<file path="src/hdl/gyro_frame_parser_core_assert.svh">
// ----------------------------------------------------------------------------
// gyro_frame_parser_core_assert.svh
// Assertion macros for the gyro frame parser, compiled out under SYNTH.
// ----------------------------------------------------------------------------
`ifndef GYRO_FRAME_PARSER_CORE_ASSERT_SVH
`define GYRO_FRAME_PARSER_CORE_ASSERT_SVH

`ifndef SYNTH
// same-cycle implication
`define GFP_ASSERT_NOW(label, clk, rst_n, ante, cons) \
    label: assert property (@(posedge clk) disable iff (!(rst_n)) (ante) |-> (cons)) \
        else $error("gyro frame parser: same-cycle check failed");
// next-cycle implication
`define GFP_ASSERT_NEXT(label, clk, rst_n, ante, cons) \
    label: assert property (@(posedge clk) disable iff (!(rst_n)) (ante) |=> (cons)) \
        else $error("gyro frame parser: next-cycle check failed");
`else
`define GFP_ASSERT_NOW(label, clk, rst_n, ante, cons)
`define GFP_ASSERT_NEXT(label, clk, rst_n, ante, cons)
`endif

`endif

</file>
<file path="src/hdl/gfp_pkg.sv">
// ----------------------------------------------------------------------------
// gfp_pkg
// Shared constants, register indexes and status codes of the frame parser.
// ----------------------------------------------------------------------------
`default_nettype none

package gfp_pkg;

    // frame layout
    localparam int PACKET_BYTES = 11;
    localparam int FRAME_BYTES  = 2 * PACKET_BYTES;
    localparam int COUNT_MAX    = FRAME_BYTES + 1;

    localparam int COUNT_W = 5;

    localparam logic [COUNT_W-1:0] POS_HDR_A    = COUNT_W'(0);
    localparam logic [COUNT_W-1:0] POS_HDR_B    = COUNT_W'(PACKET_BYTES);
    localparam logic [COUNT_W-1:0] POS_SUM_A    = COUNT_W'(PACKET_BYTES - 1);
    localparam logic [COUNT_W-1:0] POS_SUM_B    = COUNT_W'(FRAME_BYTES - 1);
    localparam logic [COUNT_W-1:0] POS_RATE_LO  = COUNT_W'(6);
    localparam logic [COUNT_W-1:0] POS_RATE_HI  = COUNT_W'(7);
    localparam logic [COUNT_W-1:0] POS_ANGLE_LO = COUNT_W'(PACKET_BYTES + 6);
    localparam logic [COUNT_W-1:0] POS_ANGLE_HI = COUNT_W'(PACKET_BYTES + 7);
    localparam logic [COUNT_W-1:0] POS_FRAME    = COUNT_W'(FRAME_BYTES);
    localparam logic [COUNT_W-1:0] POS_MAX      = COUNT_W'(COUNT_MAX);

    // field widths
    localparam int BYTE_W  = 8;
    localparam int RAW_W   = 16;
    localparam int RATE_W  = 23;
    localparam int ANGLE_W = 22;
    localparam int CFG_W   = 16;
    localparam int ACC_W   = 25;

    // fixed-point scaling: 2000/32768 deg/s in 1/2048 units, 180/32768 deg in 1/8192
    localparam logic signed [RATE_W-1:0] RATE_SCALE  = 23'sd125;
    localparam logic signed [ACC_W-1:0]  ANGLE_SCALE = 25'sd45;
    localparam logic signed [ACC_W-1:0]  FULL_TURN   = 25'sd2949120;
    localparam logic signed [ACC_W-1:0]  ANGLE_MIN   = -25'sd2097152;

    // configuration register indexes
    localparam logic REG_HEADER_BYTE = 1'b0;
    localparam logic REG_WRAP_LIMIT  = 1'b1;

    localparam logic [BYTE_W-1:0] HEADER_RESET = 8'd85;
    localparam logic [CFG_W-1:0]  WRAP_RESET   = 16'd8192;

    // result status codes
    typedef logic [1:0] t_status;
    localparam t_status ST_OK        = 2'd0;
    localparam t_status ST_WRONG_LEN = 2'd1;
    localparam t_status ST_BAD_HDR   = 2'd2;
    localparam t_status ST_BAD_SUM   = 2'd3;

endpackage

`default_nettype wire

</file>
<file path="src/hdl/gfp_in_if.sv">
// ----------------------------------------------------------------------------
// gfp_in_if
// Byte channel into the parser: one received byte and its end-of-burst mark.
// ----------------------------------------------------------------------------
`default_nettype none

interface gfp_in_if
    import gfp_pkg::*;
();
    logic              valid;
    logic              ready;
    logic [BYTE_W-1:0] data_byte;
    logic              end_of_burst;

    modport source (output valid, output data_byte, output end_of_burst, input ready);
    modport sink   (input valid, input data_byte, input end_of_burst, output ready);
endinterface

`default_nettype wire

</file>
<file path="src/hdl/gfp_out_if.sv">
// ----------------------------------------------------------------------------
// gfp_out_if
// Result channel out of the parser: burst status and the held values.
// ----------------------------------------------------------------------------
`default_nettype none

interface gfp_out_if
    import gfp_pkg::*;
();
    logic                      valid;
    logic                      ready;
    t_status                   status;
    logic signed [RATE_W-1:0]  angular_rate;
    logic signed [ANGLE_W-1:0] angle;

    modport source (output valid, output status, output angular_rate, output angle,
                    input ready);
    modport sink   (input valid, input status, input angular_rate, input angle,
                    output ready);
endinterface

`default_nettype wire

</file>
<file path="src/hdl/gyro_frame_parser_core.sv">
// ----------------------------------------------------------------------------
// gyro_frame_parser_core
// Checks two-packet sensor frames byte by byte and reports one result per burst.
// ----------------------------------------------------------------------------
// Usage:
//   i_byte carries one received byte a beat, with end_of_burst set on the
//   last byte before the idle line. o_result gives one beat per burst end:
//   status (ok, wrong length, bad header, bad checksum) and the held rate and
//   angle, updated only by good frames.
//   Registers: index 0 header byte, index 1 wrap limit (signed), written
//   through i_cfg_we / i_cfg_idx / i_cfg_data while the block is idle.
// Timing:
//   One byte is accepted every cycle while no final byte is held back. A byte
//   goes into the input register, then the frame state and the result
//   register are updated in one pass from it. The scaling products are
//   constant multiplies on the raw words as updated by the current byte.
// Reset:
//   Synchronous, active low: empties both registers, restores the register
//   reset values and clears the frame state and held values.
// Stall:
//   While a result waits unaccepted, non-final bytes still flow through; a
//   final byte waits in the input register and i_byte.ready falls with it.
// ----------------------------------------------------------------------------
`default_nettype none

`include "gyro_frame_parser_core_assert.svh"

module gyro_frame_parser_core
    import gfp_pkg::*;
(
    input  wire logic             i_clk,
    input  wire logic             i_rst_n,
    gfp_in_if.sink                i_byte,
    gfp_out_if.source             o_result,
    input  wire logic             i_cfg_we,
    input  wire logic             i_cfg_idx,
    input  wire logic [CFG_W-1:0] i_cfg_data
);

    // configuration registers
    logic [BYTE_W-1:0] r_header_byte;
    logic [CFG_W-1:0]  r_wrap_limit;

    // input register
    logic              r_in_valid;
    logic [BYTE_W-1:0] r_in_byte;
    logic              r_in_last;

    // frame state
    logic [COUNT_W-1:0] r_byte_count, n_byte_count;
    logic [BYTE_W-1:0]  r_first_sum, n_first_sum;
    logic [BYTE_W-1:0]  r_second_sum, n_second_sum;
    logic               r_headers_good, n_headers_good;
    logic               r_sums_good, n_sums_good;
    logic [RAW_W-1:0]   r_rate_raw, n_rate_raw;
    logic [RAW_W-1:0]   r_angle_raw, n_angle_raw;
    logic [RATE_W-1:0]  r_rate_held, n_rate_held;
    logic [ANGLE_W-1:0] r_angle_held, n_angle_held;

    // result register
    logic               r_out_valid;
    t_status            r_status, n_status;

    logic               w_fire;
    logic               w_in_take;
    logic signed [RATE_W-1:0] w_rate_scaled;
    logic signed [ACC_W-1:0]  w_angle_scaled;
    logic signed [ACC_W-1:0]  w_angle_wrapped;

    // handshakes: a final byte moves on only when the result register frees up
    assign w_fire    = r_in_valid && (!r_in_last || !r_out_valid || o_result.ready);
    assign w_in_take = i_byte.valid && i_byte.ready;
    assign i_byte.ready = !r_in_valid || w_fire;

    // configuration write decode
    always_ff @(posedge i_clk) begin
        if (!i_rst_n) begin
            r_header_byte <= HEADER_RESET;
            r_wrap_limit  <= WRAP_RESET;
        end else if (i_cfg_we) begin
            unique case (i_cfg_idx)
                REG_HEADER_BYTE: r_header_byte <= i_cfg_data[BYTE_W-1:0];
                REG_WRAP_LIMIT:  r_wrap_limit  <= i_cfg_data;
                default: ;
            endcase
        end
    end

    // input register
    always_ff @(posedge i_clk) begin
        if (!i_rst_n) begin
            r_in_valid <= 1'b0;
        end else if (i_byte.ready) begin
            r_in_valid <= i_byte.valid;
        end
    end

    always_ff @(posedge i_clk) begin
        if (w_in_take) begin
            r_in_byte <= i_byte.data_byte;
            r_in_last <= i_byte.end_of_burst;
        end
    end

    // frame checks and field capture for the byte in the input register
    always_comb begin
        n_headers_good = r_headers_good;
        n_sums_good    = r_sums_good;
        n_first_sum    = r_first_sum;
        n_second_sum   = r_second_sum;
        n_rate_raw     = r_rate_raw;
        n_angle_raw    = r_angle_raw;
        n_byte_count   = r_byte_count;

        if (r_byte_count < POS_FRAME) begin
            if ((r_byte_count == POS_HDR_A || r_byte_count == POS_HDR_B)
                    && r_in_byte != r_header_byte) begin
                n_headers_good = 1'b0;
            end
            if (r_byte_count < POS_SUM_A) begin
                n_first_sum = r_first_sum + r_in_byte;
            end else if (r_byte_count == POS_SUM_A) begin
                if (r_in_byte != r_first_sum) n_sums_good = 1'b0;
            end else if (r_byte_count < POS_SUM_B) begin
                n_second_sum = r_second_sum + r_in_byte;
            end else if (r_in_byte != r_second_sum) begin
                n_sums_good = 1'b0;
            end

            if (r_byte_count == POS_RATE_LO) begin
                n_rate_raw[7:0] = r_in_byte;
            end else if (r_byte_count == POS_RATE_HI) begin
                n_rate_raw[15:8] = r_in_byte;
            end else if (r_byte_count == POS_ANGLE_LO) begin
                n_angle_raw[7:0] = r_in_byte;
            end else if (r_byte_count == POS_ANGLE_HI) begin
                n_angle_raw[15:8] = r_in_byte;
            end
        end
        // saturating byte counter
        if (r_byte_count < POS_MAX) n_byte_count = r_byte_count + 1'b1;
    end

    // fixed-point scaling and angle wrap
    assign w_rate_scaled  = $signed({{(RATE_W-RAW_W){n_rate_raw[RAW_W-1]}}, n_rate_raw})
                            * RATE_SCALE;
    assign w_angle_scaled = $signed({{(ACC_W-RAW_W){n_angle_raw[RAW_W-1]}}, n_angle_raw})
                            * ANGLE_SCALE;

    always_comb begin
        w_angle_wrapped = w_angle_scaled;
        if ($signed(n_angle_raw) > $signed(r_wrap_limit)) begin
            w_angle_wrapped = w_angle_scaled - FULL_TURN;
        end
        // only the low side can leave the 22-bit range
        if (w_angle_wrapped < ANGLE_MIN) w_angle_wrapped = ANGLE_MIN;
    end

    // burst status, in priority order: length, headers, checksums
    always_comb begin
        n_rate_held  = r_rate_held;
        n_angle_held = r_angle_held;
        if (n_byte_count != POS_FRAME) begin
            n_status = ST_WRONG_LEN;
        end else if (!n_headers_good) begin
            n_status = ST_BAD_HDR;
        end else if (!n_sums_good) begin
            n_status = ST_BAD_SUM;
        end else begin
            n_status     = ST_OK;
            n_rate_held  = w_rate_scaled;
            n_angle_held = w_angle_wrapped[ANGLE_W-1:0];
        end
    end

    // frame state update; burst end starts a fresh burst
    always_ff @(posedge i_clk) begin
        if (!i_rst_n) begin
            r_byte_count   <= '0;
            r_first_sum    <= '0;
            r_second_sum   <= '0;
            r_headers_good <= 1'b1;
            r_sums_good    <= 1'b1;
            r_rate_raw     <= '0;
            r_angle_raw    <= '0;
            r_rate_held    <= '0;
            r_angle_held   <= '0;
        end else if (w_fire) begin
            r_rate_raw  <= n_rate_raw;
            r_angle_raw <= n_angle_raw;
            if (r_in_last) begin
                r_byte_count   <= '0;
                r_first_sum    <= '0;
                r_second_sum   <= '0;
                r_headers_good <= 1'b1;
                r_sums_good    <= 1'b1;
                r_rate_held    <= n_rate_held;
                r_angle_held   <= n_angle_held;
            end else begin
                r_byte_count   <= n_byte_count;
                r_first_sum    <= n_first_sum;
                r_second_sum   <= n_second_sum;
                r_headers_good <= n_headers_good;
                r_sums_good    <= n_sums_good;
            end
        end
    end

    // result register
    always_ff @(posedge i_clk) begin
        if (!i_rst_n) begin
            r_out_valid <= 1'b0;
        end else if (w_fire && r_in_last) begin
            r_out_valid <= 1'b1;
        end else if (o_result.ready) begin
            r_out_valid <= 1'b0;
        end
    end

    always_ff @(posedge i_clk) begin
        if (w_fire && r_in_last) begin
            r_status <= n_status;
        end
    end

    assign o_result.valid        = r_out_valid;
    assign o_result.status       = r_status;
    assign o_result.angular_rate = r_rate_held;
    assign o_result.angle        = r_angle_held;

    // checks
    `GFP_ASSERT_NEXT(a_last_gives_result, i_clk, i_rst_n, w_fire && r_in_last, r_out_valid)
    `GFP_ASSERT_NEXT(a_burst_end_clears, i_clk, i_rst_n, w_fire && r_in_last,
                     r_byte_count == '0 && r_headers_good && r_sums_good)
    `GFP_ASSERT_NEXT(a_count_steps, i_clk, i_rst_n,
                     w_fire && !r_in_last && r_byte_count != POS_MAX,
                     r_byte_count == $past(r_byte_count) + 1'b1)
    `GFP_ASSERT_NOW(a_held_result_blocks_last, i_clk, i_rst_n,
                    r_in_valid && r_in_last && r_out_valid && !o_result.ready,
                    !i_byte.ready)

endmodule

`default_nettype wire
</file>
<file path="src/flat_wrapper.sv">
// flat-port wrapper written by rule: the top's interface ports become plain ports
module gyro_frame_parser_core_flat import gfp_pkg::*;
  (i_clk, i_rst_n, i_cfg_we, i_cfg_idx, i_cfg_data, i_byte_valid, i_byte_data_byte, i_byte_end_of_burst, i_byte_ready, o_result_valid, o_result_status, o_result_angular_rate, o_result_angle, o_result_ready);
  gfp_in_if i_byte_i ();
  gfp_out_if o_result_i ();
  input  wire logic i_clk;
  input  wire logic i_rst_n;
  input  wire logic i_cfg_we;
  input  wire logic i_cfg_idx;
  input  wire logic [CFG_W-1:0] i_cfg_data;
  input wire logic [$bits(i_byte_i.valid)-1:0] i_byte_valid;
  input wire logic [$bits(i_byte_i.data_byte)-1:0] i_byte_data_byte;
  input wire logic [$bits(i_byte_i.end_of_burst)-1:0] i_byte_end_of_burst;
  output wire logic [$bits(i_byte_i.ready)-1:0] i_byte_ready;
  output wire logic [$bits(o_result_i.valid)-1:0] o_result_valid;
  output wire logic [$bits(o_result_i.status)-1:0] o_result_status;
  output wire logic [$bits(o_result_i.angular_rate)-1:0] o_result_angular_rate;
  output wire logic [$bits(o_result_i.angle)-1:0] o_result_angle;
  input wire logic [$bits(o_result_i.ready)-1:0] o_result_ready;
  assign i_byte_i.valid = i_byte_valid;
  assign i_byte_i.data_byte = i_byte_data_byte;
  assign i_byte_i.end_of_burst = i_byte_end_of_burst;
  assign i_byte_ready = i_byte_i.ready;
  assign o_result_valid = o_result_i.valid;
  assign o_result_status = o_result_i.status;
  assign o_result_angular_rate = o_result_i.angular_rate;
  assign o_result_angle = o_result_i.angle;
  assign o_result_i.ready = o_result_ready;
  gyro_frame_parser_core u_core (.i_clk(i_clk), .i_rst_n(i_rst_n), .i_byte(i_byte_i), .o_result(o_result_i), .i_cfg_we(i_cfg_we), .i_cfg_idx(i_cfg_idx), .i_cfg_data(i_cfg_data));
endmodule
</file>
<file path="config.mk">
export PLATFORM = sky130hd
export DESIGN_NAME = gyro_frame_parser_core_flat
export DESIGN_NICKNAME = d
export VERILOG_FILES = /design/src/hdl/gfp_pkg.sv /design/src/hdl/gfp_in_if.sv /design/src/hdl/gfp_out_if.sv /design/src/hdl/gyro_frame_parser_core.sv /design/src/flat_wrapper.sv
export VERILOG_INCLUDE_DIRS = /design/src /design/src/hdl
export SDC_FILE = /design/constraint.sdc
export NUM_CORES = 1
export LEC_CHECK = 0
export ABC_AREA = 1
export BUFFER_PORTS_ARGS = -buffer_cell sky130_fd_sc_hd__buf_2
export CORE_UTILIZATION = 50
export DETAILED_ROUTE_END_ITERATION = 6
export GPL_ROUTABILITY_DRIVEN = 0
export HOLD_SLACK_MARGIN = 0.06
export PLACE_DENSITY_LB_ADDON = 0.08
export RECOVER_POWER = 50
export SYNTH_ARGS = -nofsm -noshare
export SYNTH_HDL_FRONTEND = slang
export SYNTH_SLANG_ARGS = --single-unit
</file>
<file path="constraint.sdc">
create_clock -name i_clk -period 7.27 [get_ports i_clk]
set_clock_uncertainty 0.2 [all_clocks]
set_input_delay 0 -clock i_clk [delete_from_list [all_inputs] [get_ports i_clk]]
set_output_delay 0 -clock i_clk [all_outputs]
set_load 0.01 [all_outputs]
</file>
=== Yosys cells after proc, flatten, opt, wreduce, memory -nomap -nowiden ===
Cells that the tools add are included.

* $add $sub $neg: 4
* Multiply operators: 2
* Order comparisons: 6
* Eq/ne operators: 12
* Multiplexer cells: 36
* Bitwise operators: 2
* Reductions and logical operators: 21

{| class="wikitable"
|+ Operator list
! operator !! count
|-
| 2-to-1 mux 8 bit || 14
|-
| 2-to-1 mux 16 bit || 4
|-
| less-than comparator 25 x 22 -> 1 bit (second input constant) || 1
|-
| 2-to-1 mux 25 bit || 1
|-
| subtractor 25 x 23 -> 25 bit (second input constant) || 1
|-
| inequality test 8 bit || 3
|-
| multiplier 16 x 7 -> 23 bit (second input constant) || 1
|-
| multiplier 16 x 8 -> 23 bit (second input constant) || 1
|-
| 2-to-1 mux 22 bit || 1
|-
| adder 8 bit || 2
|-
| > comparator 16 bit || 1
|-
| less-than comparator 5 bit (second input constant) || 3
|-
| 2-to-1 mux 1 bit || 12
|-
| equality test 5 x 3 -> 1 bit (second input constant) || 2
|-
| equality test 5 x 4 -> 1 bit (second input constant) || 2
|-
| equality test 5 bit (second input constant) || 2
|-
| 2-to-1 mux 5 bit || 2
|-
| AND reduction 5 bit || 2
|-
| nonzero test 2 bit || 4
|-
| adder 5 x 1 -> 5 bit (second input constant) || 1
|-
| logical NOT 5 bit || 1
|-
| less-than comparator 5 x 4 -> 1 bit (second input constant) || 1
|-
| inequality test 5 bit (second input constant) || 1
|-
| logical AND 1 bit || 4
|-
| other kinds (7) || 16
|}

* Register bits after elaboration: 137
* Input port bits: 31
* Output and inout port bits: 49
* Logic and storage cells: 99

=== Longest topological paths before layout ===
* Depth after elaboration: 11
* Depth in mapped cells: 35

=== Least setup slack after synthesis ===
Ideal clock, no wire load.

* Path kind: flip-flop to flip-flop
* Start: register u_core.r_byte_count[0]
* End: register u_core.r_rate_held[16] (netlist: u_core.o_result.angular_rate[16])
* Arrival time: 5.824 ns
* Setup slack: 1.125 ns
* Cell stages (with the launch flop): 25
* Path buffers: 0
* Cell sequence: dfxtp_1 inv_2 ha_1 inv_1 nor3_1 inv_1 o21ai_0 inv_1 fa_1 inv_1 fa_1 inv_1 fa_1 fa_1 ha_1 a21oi_1 nand2_1 a21o_1 a21oi_1 o21ai_0 a21o_1 a21oi_1 o21ai_0 xnor2_1 a21oi_1

* Elaborated cells on any way between the ends: 27
* Those cells by class: add/sub: 1; mul: 1; order compare: 4; eq/ne: 5; mux: 11; bitwise: 1; reduce/logical: 4

{| class="wikitable"
|+ RTL lines
! what !! line !! RTL
|-
| from (decl) || gyro_frame_parser_core.sv:50 || <nowiki>logic [COUNT_W-1:0] r_byte_count, n_byte_count;</nowiki>
|-
| from (signal assigned) || gyro_frame_parser_core.sv:200 || <nowiki>r_byte_count <= n_byte_count;</nowiki>
|-
| branches (longest 2 deep; another with less-than comparator 5 bit) || -- ||
|-
| 2-to-1 mux 16 bit (*) || gyro_frame_parser_core.sv:115 || <nowiki>if (r_byte_count < POS_FRAME) begin</nowiki>
|-
| via u_core.n_rate_raw[5] || gyro_frame_parser_core.sv:55 || <nowiki>logic [RAW_W-1:0] r_rate_raw, n_rate_raw;</nowiki>
|-
| multiplier 16 x 8 -> 23 bit (*) || gyro_frame_parser_core.sv:146 || <nowiki>* RATE_SCALE;</nowiki>
|-
| to (signal assigned) || gyro_frame_parser_core.sv:197 || <nowiki>r_rate_held <= n_rate_held;</nowiki>
|-
| to (decl) || gyro_frame_parser_core.sv:57 || <nowiki>logic [RATE_W-1:0] r_rate_held, n_rate_held;</nowiki>
|}

Mark *: on every way through the listed nets, which the timed path passes.
A chain may end at the register's enable or synchronous reset.

=== Final worst setup path ===
* Start: register u_core.r_byte_count[1]
* End: register u_core.r_angle_held[0] (netlist: u_core.o_result.angle[0])

* Elaborated cells on any way between the ends: 36
* Those cells by class: add/sub: 2; mul: 1; order compare: 6; eq/ne: 7; mux: 15; bitwise: 1; reduce/logical: 4

{| class="wikitable"
|+ RTL lines
! what !! line !! RTL
|-
| equality test 5 bit || gyro_frame_parser_core.sv:134 || <nowiki>end else if (r_byte_count == POS_ANGLE_LO) begin</nowiki>
|-
| 2-to-1 mux 8 bit || gyro_frame_parser_core.sv:134 ||
|-
| 2-to-1 mux 16 bit || gyro_frame_parser_core.sv:132 || <nowiki>end else if (r_byte_count == POS_RATE_HI) begin</nowiki>
|-
| 2-to-1 mux 16 bit || gyro_frame_parser_core.sv:130 || <nowiki>if (r_byte_count == POS_RATE_LO) begin</nowiki>
|-
| 2-to-1 mux 16 bit (*) || gyro_frame_parser_core.sv:115 ||
|-
| via u_core.n_angle_raw[6] || gyro_frame_parser_core.sv:56 || <nowiki>logic [RAW_W-1:0] r_angle_raw, n_angle_raw;</nowiki>
|-
| multiplier 16 x 7 -> 23 bit || gyro_frame_parser_core.sv:148 || <nowiki>* ANGLE_SCALE;</nowiki>
|-
| subtractor 25 x 23 -> 25 bit || gyro_frame_parser_core.sv:153 || <nowiki>w_angle_wrapped = w_angle_scaled - FULL_TURN;</nowiki>
|-
| 2-to-1 mux 25 bit (*) || gyro_frame_parser_core.sv:152 || <nowiki>if ($signed(n_angle_raw) > $signed(r_wrap_limit)) begin</nowiki>
|-
| less-than comparator 25 x 22 -> 1 bit || gyro_frame_parser_core.sv:156 || <nowiki>if (w_angle_wrapped < ANGLE_MIN) w_angle_wrapped = ANGLE_MIN;</nowiki>
|-
| 2-to-1 mux 22 bit (*) || gyro_frame_parser_core.sv:156 ||
|-
| to (signal assigned) || gyro_frame_parser_core.sv:198 || <nowiki>r_angle_held <= n_angle_held;</nowiki>
|-
| to (decl) || gyro_frame_parser_core.sv:58 || <nowiki>logic [ANGLE_W-1:0] r_angle_held, n_angle_held;</nowiki>
|}

Mark *: on every way through the listed nets, which the timed path passes. The rest lies on a longest branch.

==> metrics list <==
- Wire length of the first global-routing pass: about 47,000 µm
- Maximum resistive drop on vdd: 0.0001461 V
- Across every metal layer, demand over resource in global routing totals a little under a quarter.
* Clock-pin slew on the worst setup and hold paths: 60 ps
* Number of buffers inserted by hold repair at cts: 45
- The completed layout was analyzed and its total power is 2.699 mW.
- Final worst path period share: 90.10%
* Total buffers and inverters traversed by the critical path: 6
* Violation count after the first detailed-routing iteration: 624
- The most used flip-flop cell after synthesis is sky130_fd_sc_hd__dfxtp_1.
* Post-Synthesis Mean Instance Area: approximately 7.9 µm²
- The synthesized design contains 11 enable-type register cells.
- Area added between synthesis and finish: 13.76%
* Vias/cell: 5.018
- Across all register-to-register paths, the minimum setup slack is roughly 720 ps.
* Most frequent cells after synthesis: 277 x sky130_fd_sc_hd__inv_1, 267 x sky130_fd_sc_hd__nand2_1, 144 x sky130_fd_sc_hd__ha_1, 126 x sky130_fd_sc_hd__dfxtp_1, 121 x sky130_fd_sc_hd__o21ai_0
- Grt ovf: 0
- Timing would allow up to 0.1527 GHz.
* Power density cells: 193.4 nW/µm²
- Synthesized cell area: 12,270 µm²
- Violations in the final reports: capacitance limit, slew limit
- Kind of capture point of the worst setup path: flip-flop
- Number of port buffers: 79
- Library cell contributing the largest single delay on the critical path: sky130_fd_sc_hd__fa_1
- Setup violations remaining at the end of the flow were counted as 0.
* DIE WIDTH: 158.7 µm
- Effective utilization at floorplan: 51.66%
- Floorplan row count: 56
- Beginning of the worst hold path: i_byte_data_byte[4]
* TritonCTS clock tree: built
* Clock buffers created by TritonCTS: 17
- The cell count after synthesis came out at between 1,500 and 2,000.
- Synthesis inferred 137 register bits.
- Arrival time of data at the critical path endpoint: ~6600 ps
* Hold Slack: around 95 ps
- Setup repair after global routing left no endpoint under its margin.
- Die outline area: about 25,000 µm²
* Pin count of the biggest net entering global routing: 83
* Setup Crit Path Kind: reg -> reg
- At the worst endpoint, the required time is about 7400 ps.
- Via count: slightly above 10,000
* Min Tclk post-route: 6551 ps
- In the routed design, unresolved DRC markers number 0.
- CTS Buffer Depth: 2
* Vias in the first global route: 9,475
- Of all flip-flops after synthesis, the portion carrying an async set or reset was 0%.
* Cell with the most instances on the worst path: sky130_fd_sc_hd__nand2_1
- Once routing completed, OpenROAD measured the worst setup slack at 719.5 ps.
* Cell with the most instances after synthesis: sky130_fd_sc_hd__inv_1
- The max-slew violation count came to 83.
* Critical register-to-register path endpoint: u_core.o_result.angle[0]$_SDFFE_PN0P_
- Number of levels in the clock H-tree: 4
- Post-route ant nets: 0
* Yosys warnings: 0
- Clock sink count: 137
* Synth top area share: 20.56%
- Summed over all cells, the static leakage comes to approximately 7.1 nW.
- Hold Path Class: in -> reg
- Slew at the pin with the worst max-slew slack: around 3400 ps
- HPWL after detailed placement: 21,540 µm
- Post-placement worst setup slack: between 700 and 800 ps
* Total iterations of the first detailed-routing run: 6
* Hold endpoint: u_core.r_in_byte[4]$_DFFE_PP_
* Fin util: 58.77%
- Crit-path leading delay family: adder cells
- Number of top-level pins: 80
- Highest net fanout along the worst path: 21
* Nets in the synthesized netlist: 1,816
* Cells resized by post-CTS repair: 0
- Critical Path Start Type: flip-flop
- Headroom to the max-slew limit came out at -127.5%.
- Synth area leader: sky130_fd_sc_hd__dfxtp_1
- Setup total negative slack on the finished layout was measured at 0 ps.
- On the worst path, the slowest cell contributes a delay of 540 ps.
- Reg-to-Reg Start: u_core.r_byte_count[1]$_SDFFE_PN0P_
- Routed length per placed instance: approximately 14 µm
- Counting cells, the worst reg-to-reg path comes to 30.
* Status: complete, but fails checks
* Cell types occupying the most area after synthesis: sky130_fd_sc_hd__dfxtp_1 21%, sky130_fd_sc_hd__ha_1 15%, sky130_fd_sc_hd__fa_1 15%, sky130_fd_sc_hd__inv_1 8.5%, sky130_fd_sc_hd__nand2_1 8.2%
* Final count of hold timing violations: 0
- For this block, the routed nets add up to 28,570 µm of wire.
- Measured along the y axis, the die boundary spans 158.7 µm.
* Clock latency at the later pin of the worst-skew pair: 430 ps
- Library cell used as clock root buffer: sky130_fd_sc_hd__clkbuf_16
- In the final layout, the share of cells above drive strength 1 is 11.09%.
- Buffers inserted during post-CTS setup optimization: 0
- Number of max-cap violations: 1
- Antenna fix cells: 0
- The share of the Yosys chip area taken by registers is 23.25%.
- Post-synth cell types: 53
- The final layout contains 1,946 nets.
- Number of antenna violations at the first check in global routing: 0
* Count of cells along the worst hold path: 2
- Area of the core region: between 20,000 and 25,000 µm²
-- area by class of cell --
class                   count  area, µm²
well taps                 319      399.1
multi-input cells        1087       8074
inverters                 285       1087
clock buffers              19      442.9
flip-flops and latches    137       2853
fillers                  2248       9794
clock inverters            13      96.34
repair buffers            154       1006
-- registers in the layout (all words and copies together), names as in the netlist, 2 cells and up --
| name | flops |
|---|---|
| u_core.r_angle_raw | 16 |
| u_core.o_result.angle | 22 |
| u_core.o_result.angular_rate | 23 |
| u_core.r_second_sum | 8 |
| u_core.r_wrap_limit | 16 |
| u_core.r_in_byte | 8 |
| u_core.r_byte_count | 5 |
| u_core.r_first_sum | 8 |
| u_core.o_result.status | 2 |
| u_core.r_header_byte | 8 |
| u_core.r_rate_raw | 16 |
-- cells in the final DEF, fill, tap and decap left out, types with 12 or more instances in the layout --
cell type,netlist,layout
sky130_fd_sc_hd__inv_1,277,277
sky130_fd_sc_hd__nand2_1,267,267
sky130_fd_sc_hd__ha_1,144,144
sky130_fd_sc_hd__dfxtp_1,126,126
sky130_fd_sc_hd__o21ai_0,121,121
sky130_fd_sc_hd__a21oi_1,119,119
sky130_fd_sc_hd__nor2_1,100,100
sky130_fd_sc_hd__fa_1,89,89
sky130_fd_sc_hd__clkbuf_1,29,51
sky130_fd_sc_hd__dlygate4sd3_1,0,45
sky130_fd_sc_hd__nand3_1,42,42
sky130_fd_sc_hd__buf_2,2,30
sky130_fd_sc_hd__nand3_2,29,29
sky130_fd_sc_hd__buf_4,2,29
sky130_fd_sc_hd__xnor2_1,25,25
sky130_fd_sc_hd__a21oi_2,21,21
sky130_fd_sc_hd__clkbuf_16,0,17
sky130_fd_sc_hd__o211ai_1,15,15
sky130_fd_sc_hd__xor2_1,14,14
sky130_fd_sc_hd__nand2_2,12,12
-- worst max path at each step --
stage                                        start  cells after the start  slack, ps                                             to
2_1_floorplan  u_core.r_byte_count[0]$_SDFFE_PN0P_                     24       1120  u_core.o_result.angular_rate[16]$_SDFFE_PN0P_
3_3_place_gp   u_core.r_byte_count[1]$_SDFFE_PN0P_                     30        980          u_core.o_result.angle[0]$_SDFFE_PN0P_
3_5_place_dp   u_core.r_byte_count[1]$_SDFFE_PN0P_                     27        760          u_core.o_result.angle[0]$_SDFFE_PN0P_
4_1_cts        u_core.r_byte_count[1]$_SDFFE_PN0P_                     27        730          u_core.o_result.angle[0]$_SDFFE_PN0P_
5_1_grt        u_core.r_byte_count[1]$_SDFFE_PN0P_                     30        160          u_core.o_result.angle[0]$_SDFFE_PN0P_
6_report       u_core.r_byte_count[1]$_SDFFE_PN0P_                     30        720          u_core.o_result.angle[0]$_SDFFE_PN0P_
-- cells by family after synthesis --
kind of cell | share of synthesized area, %
simple gates | 20.07
buf+inv | 10.95
compound gates | 13.75
fa+ha+maj | 29.20
flops | 23.25
xor+xnor | 2.784
-- through the flow --
stage | instances | instance area [µm²]
global placement | 1937 | 13030
floorplan | 1552 | 12270
finish | 2014 | 13960
detailed placement | 1937 | 13030
CTS | 2014 | 14020
global route | 2014 | 13960
-- metal layers --
| metal | up-vias | global-route usage, % | wire length [µm] |
|---|---|---|---|
| li1 | 5251 | - | - |
| met1 | 4651 | 34.08 | 14920 |
| met2 | 185 | 37.51 | 12270 |
| met3 | 19 | 3.293 | 1048 |
| met4 | 0 | 6.136 | 328 |
| met5 | - | 0 | 0 |
-- power breakdown --
part	internal [mW]	leakage [nW]	switching, mW
logic	0.423	5.67	0.658
registers	0.788	1.13	0.0194
clock network	0.448	0.269	0.364
Power figures use the tool's default switching activity.
